`config.mk`:
```
export PLATFORM = sky130hd
export DESIGN_NAME = va_isqrt
export DESIGN_NICKNAME = d
export VERILOG_FILES = /design/src/rtl/va_pkg.sv /design/src/rtl/va_isqrt.sv
export SDC_FILE = /design/constraint.sdc
export NUM_CORES = 2
export LEC_CHECK = 0
export BUFFER_PORTS_ARGS = -buffer_cell sky130_fd_sc_hd__clkbuf_2
export CORE_AREA = 2 2 403 604
export CTS_CLUSTER_SIZE = 14
export DETAILED_ROUTE_END_ITERATION = 8
export DIE_AREA = 0 0 405 606
export PLACE_DENSITY = 0.73
export SYNTH_ARGS = -nofsm -noshare
export SYNTH_HDL_FRONTEND = slang
export SYNTH_SLANG_ARGS = --single-unit
```
`constraint.sdc`:
```
create_clock -name i_clk -period 4.3 [get_ports i_clk]
set_input_delay 0.215 -clock i_clk [delete_from_list [all_inputs] [get_ports i_clk]]
set_output_delay 0.215 -clock i_clk [all_outputs]
set_load 0.02 [all_outputs]
```
`src/rtl/va_pkg.sv`:
```
// Shared types, constants and saturation helper for the 3-vector ALU.
`timescale 1ns / 1ps
package va_pkg;

    localparam int SQRT_STEPS = 32;
    localparam int DIV_STEPS  = 17;
    localparam int SIDE_DEPTH = SQRT_STEPS + DIV_STEPS + 1;
    localparam int FRAC_BITS  = 16;

    typedef enum logic [2:0] {
        OP_ADD   = 3'd0,
        OP_SUB   = 3'd1,
        OP_DOT   = 3'd2,
        OP_CROSS = 3'd3,
        OP_MAG   = 3'd4,
        OP_NORM  = 3'd5,
        OP_SCALE = 3'd6
    } t_op;

    typedef struct packed {
        logic signed [63:0] p0;
        logic signed [63:0] p1;
        logic signed [32:0] sum;
        logic signed [31:0] a;
    } t_lane_res;

    typedef struct packed {
        t_op              op;
        logic [2:0][31:0] vec;
        logic [2:0][31:0] a;
        logic [31:0]      scalar;
        logic             sat;
    } t_side;

    typedef struct packed {
        logic        flag;
        logic [31:0] val;
    } t_sat;

    function automatic t_sat sat32(input logic signed [65:0] v);
        t_sat r;
        if (v > 66'sd2147483647) begin
            r.flag = 1'b1;
            r.val  = 32'h7FFF_FFFF;
        end else if (v < -66'sd2147483648) begin
            r.flag = 1'b1;
            r.val  = 32'h8000_0000;
        end else begin
            r.flag = 1'b0;
            r.val  = v[31:0];
        end
        return r;
    endfunction

endpackage

```
`src/rtl/va_isqrt.sv`:
```
// Pipelined floor square root of a 64-bit value, one result bit per stage.
`timescale 1ns / 1ps
module va_isqrt (
    input  logic        i_clk,
    input  logic        i_en,
    input  logic [63:0] i_n,
    output logic [31:0] o_root
);
    localparam int N = va_pkg::SQRT_STEPS;

    logic [63:0] r_n [N];
    logic [63:0] r_r [N];
    wire  [63:0] s_n [N];
    wire  [63:0] s_r [N];

    for (genvar k = 0; k < N; k++) begin : g_step
        localparam logic [63:0] BIT = 64'd1 << (62 - 2 * k);
        logic [63:0] trial;
        logic        ge;
        if (k == 0) begin : g_first
            assign s_n[k] = i_n;
            assign s_r[k] = '0;
        end else begin : g_next
            assign s_n[k] = r_n[k-1];
            assign s_r[k] = r_r[k-1];
        end
        assign trial = s_r[k] + BIT;
        assign ge    = (s_n[k] >= trial);
        always_ff @(posedge i_clk) begin
            if (i_en) begin
                r_n[k] <= ge ? (s_n[k] - trial) : s_n[k];
                r_r[k] <= ge ? ((s_r[k] >> 1) + BIT) : (s_r[k] >> 1);
            end
        end
    end

    assign o_root = r_r[N-1][31:0];
endmodule

```
* Yosys cells after proc, flatten, opt, wreduce, memory -nomap -nowiden *
Memory sizes are Yosys's and may differ from the RTL's.
Cells that the tools add are included.

word-level totals
  memory bits (writable) = 4096
  output and inout bits = 32
  input port bits = 66
  logic and storage cells = 194
  flip-flop bits (word level) = 0
  memories = 2

memories
  name  words  bits a word  rd ports  clocked after Yosys merged registers in  wr ports  line            text
  r_n   32     64           31        0                                        32        va_isqrt.sv:11  logic [63:0] r_n [N];
  r_r   32     64           32        0                                        32        va_isqrt.sv:12  logic [63:0] r_r [N];

cells by class
  order comparisons = 32
  mux-type cells = 66
  add/subtract/negate cells = 94

operator list
  operator                count
  $mux 64                 63
  $ge 64x64->1            31
  $sub 64x64->64          31
  $add 63x1->64 const B   1
  $add 63x11->64 const B  1
  $add 63x13->64 const B  1
  $add 63x15->64 const B  1
  $add 63x17->64 const B  1
  $add 63x19->64 const B  1
  $add 63x21->64 const B  1
  $add 63x23->64 const B  1
  $add 63x25->64 const B  1
  $add 63x27->64 const B  1
  $add 63x29->64 const B  1
  $add 63x3->64 const B   1
  $add 63x31->64 const B  1
  $add 63x33->64 const B  1
  $add 63x35->64 const B  1
  $add 63x37->64 const B  1
  $add 63x39->64 const B  1
  $add 63x41->64 const B  1
  $add 63x43->64 const B  1
  $add 63x45->64 const B  1
  $add 63x47->64 const B  1
  other kinds (45)        46

* Logic depth before layout (Yosys ltp) *
An unclocked memory read counts as a cell.

  word-level depth = 4
  gate-level depth with buffers = 15
  mapped depth without buffers = 13

* Least setup slack after synthesis *
Ideal clock, no wire load.

  path kind = flip-flop to flip-flop
  start point = memory r_n[16][30]
  end point = memory r_n[17][56] (data pin)
  data required time = 4.042 ns
  setup time = 0.258 ns
  path buffers = 0
  slack = 0.931 ns
  cell stages (with the launch flop) = 11
  period minus slack after synthesis = 3.369 ns
  arrival time = 3.111 ns
  cell sequence = edfxtp_1 ha_1 nor2b_1 o31a_1 o41a_1 a221oi_2 a21oi_1 nor4_2 nand2b_1 or4_1 xnor2_1

RTL lines
  item                line
  start: declaration  va_isqrt.sv:11

==> metrics.cfg <==
[yosys]
syn_nets=10000
yosys_warnings=0
netlist_area_mm2=0.120
synth_top_area_share_pct=63.1
async_flop_share_pct=0
synth_flop_cell=edfxtp_1
synth_edf_count=2512
ys_types=99
post-synth-top-area-cell=edfxtp_1
synth.avg_cell_area_um2=12.7
ys_top_cells_by_area=edfxtp_1, ha_1, xnor2_1
synth-seq-area-share_pct=63.1
yosys_register_bits=2512
synthCells=9402

[die]
rows=221
core-area_mm2=0.241
pin_count=98
die_area_mm2=0.245
dieHeight_um=606
die_x_um=405
start_util_pct=49.6

[global_route]
grt_pass1_wl_um=482000
grt_max_degree=203
antenna_found_initial=7
grt_pass1_vias=80300
grtUsageTotal_pct=26.5
grt_overflow=0

[sta]
slew_violations=0
hold_violations=0
hold-worst-slack_ns=0.0477
relSlewSlack_pct=11.5
clock.fmax_ghz=0.243
rsz0062_at_grt=false
setup_ws_ns=0.180
period_needed_ns=4.12
worst_clock_skew_ns=0.150
fin_crit_sh_pct=95.8
finalSetupViolations=0
worst_pin_slew_ns=1.32

[critical_path]
slowest_stage=o41ai_1
critical_path_depth=11
crit_top_cell=o31a_1
max_stage_delay_ns=0.63
endpoint=r_n[14][43]
r2r_end=r_n[14][43]
path_buf_inv=2
cp-start-kind=flop
arrival_ns=4.76
path_class=flop to flop
crit_start=r_r[6][101]
path_cells=inv_1 -> ha_1 -> o21a_1 -> o31a_1 -> o31a_1 -> o41ai_1 -> o21ai_0 -> a21o_1 -> a211o_1 -> buf_4 -> mux2_1
end_kind=flop
worstPathMaxFanout=30
cp.required_ns=4.94
cp_top_family=compound AO/OA/AOI/OAI gates
r2r_cells=11
rrSetupSlack_ns=0.18
rr_startpoint=r_r[6][101]

[power_and_ir_drop]
p_leak_nw=50.9
vdd.ir_drop.worst_uv=439
p_per_area_mw_per_mm2=523

[clock_tree]
htree_levels=4
worstSkewPairLatency_ns=0.98
cts_buffer_depth=4
clkTransAtPathRegs_ns=0.07
clk_root_buffer_cell=clkbuf_16
cts_sinks=2512
cts_buffers=237
cts_tree=yes

[detailed_routing]
wire_per_inst_um=24.8
drc=0
ant_nets=0
vias=77700
first_iter_violations=5447
via_per_inst=5.82
drt_wl_total_um=330000
first_pass_iters=6

[layout]
fill_cells=19100
multi_input_area_mm2=0.0409
fin_nets=10600
final_common_cell=edfxtp_1
final_cell_mix=edfxtp_1, inv_1, nor2_1
post_route_cells_drive_above_1_share_pct=8.55
register_area_mm2=0.0754
final_cells=13300
areaGrowthSynthToFinish_pct=12.4

[placement]
pre_cts_slack_ns=-0.200
post-dp-hpwl_um=251000
gp_congestion=1.07
dpl.cell_count=12800
portBuffers=97

[outcome]
status=finished, final reports clean

[hold_path]
min_path_type=primary input to flop

[flow_run]
cap_violations=0

[registers in the layout, summed over array words and instances (netlist names)]
signal  cells
r_n      1984
r_r       528
[logic make-up after synthesis]
group,share of synthesized area [%]
AOI/OAI and AO/OA,9.12
xor gates and xnor gates,6.34
adders and majority gates,5.84
buffers and inverters,2.79
DFF,63.1
muxes,1.03
and+or+nand+nor,11.8
[per-layer routing]
metal / share of wire, % / global-route usage, %
met1: 28 / 20.2
met2: 57 / 54.1
met3: 3.8 / 3.66
met4: 11 / 25.5
met5: 0.0094 / 0
[synthesized netlist by cell type (65+ instances only)]
| cell | number |
|---|---|
| a21o_1 | 232 |
| xor2_1 | 398 |
| or3_1 | 107 |
| o21a_1 | 92 |
| mux2_2 | 90 |
| ha_1 | 558 |
| nor2_1 | 636 |
| inv_1 | 688 |
| clkbuf_1 | 121 |
| xnor2_1 | 468 |
| nor4_1 | 332 |
| edfxtp_1 | 2512 |
| nor2b_1 | 75 |
| a21oi_1 | 627 |
| o21ai_0 | 367 |
| nand2_1 | 558 |
| nor3_1 | 260 |
| o21bai_1 | 65 |
| nand2b_1 | 109 |
| nand3_1 | 135 |
| nand4_1 | 159 |
[stage by stage]
stage          util, %  area (um2)  total power, mW  TNS (ns)
2_1_floorplan        -      120000             43.6         0
3_3_place_gp      52.1      126000             49.1     -2.18
3_5_place_dp      52.1      126000             49.6    -0.723
4_1_cts           55.8      134000             70.1         0
5_1_grt           55.8      134000             73.0         0
6_report          55.8      134000             70.2         0
[worst min path at each step]
stage	slack [ns]	cells past startpoint	from	to
after CTS	0.003	2	i_n[41]	r_n[0][41]
after detailed placement	0.41	1	i_n[5]	r_n[0][5]
after global routing	0.02	2	i_n[41]	r_n[0][41]
after floorplan	0.31	0	i_n[0]	r_n[0][0]
after global placement	0.41	1	i_n[50]	r_n[0][50]
final	0.05	2	i_n[41]	r_n[0][41]
[report_power, final]
group	internal, mW	total, mW	switching (mW)
Sequential	31.1	33.9	2.79
Clock	11.5	20.6	9.08
Combinational	6.48	15.8	9.27
[cell type report]
class | count | area share (%)
clock inverter | 124 | 0.964
tap | 3233 | 3.01
antenna | 2 | 0.00373
inverter | 693 | 1.94
clock buffer | 280 | 4.55
sequential | 2512 | 56.1
multi-input combinational | 6017 | 30.5
timing repair buffer | 480 | 2.94
[timing repair]
action,CTS,global route
gates resized for setup,2,12
setup endpoints to repair,11,26
hold buffers,128,0
setup buffers,0,0
endpoints found under the hold margin,261,0
Note: power is estimated with default switching activity, not from simulation.
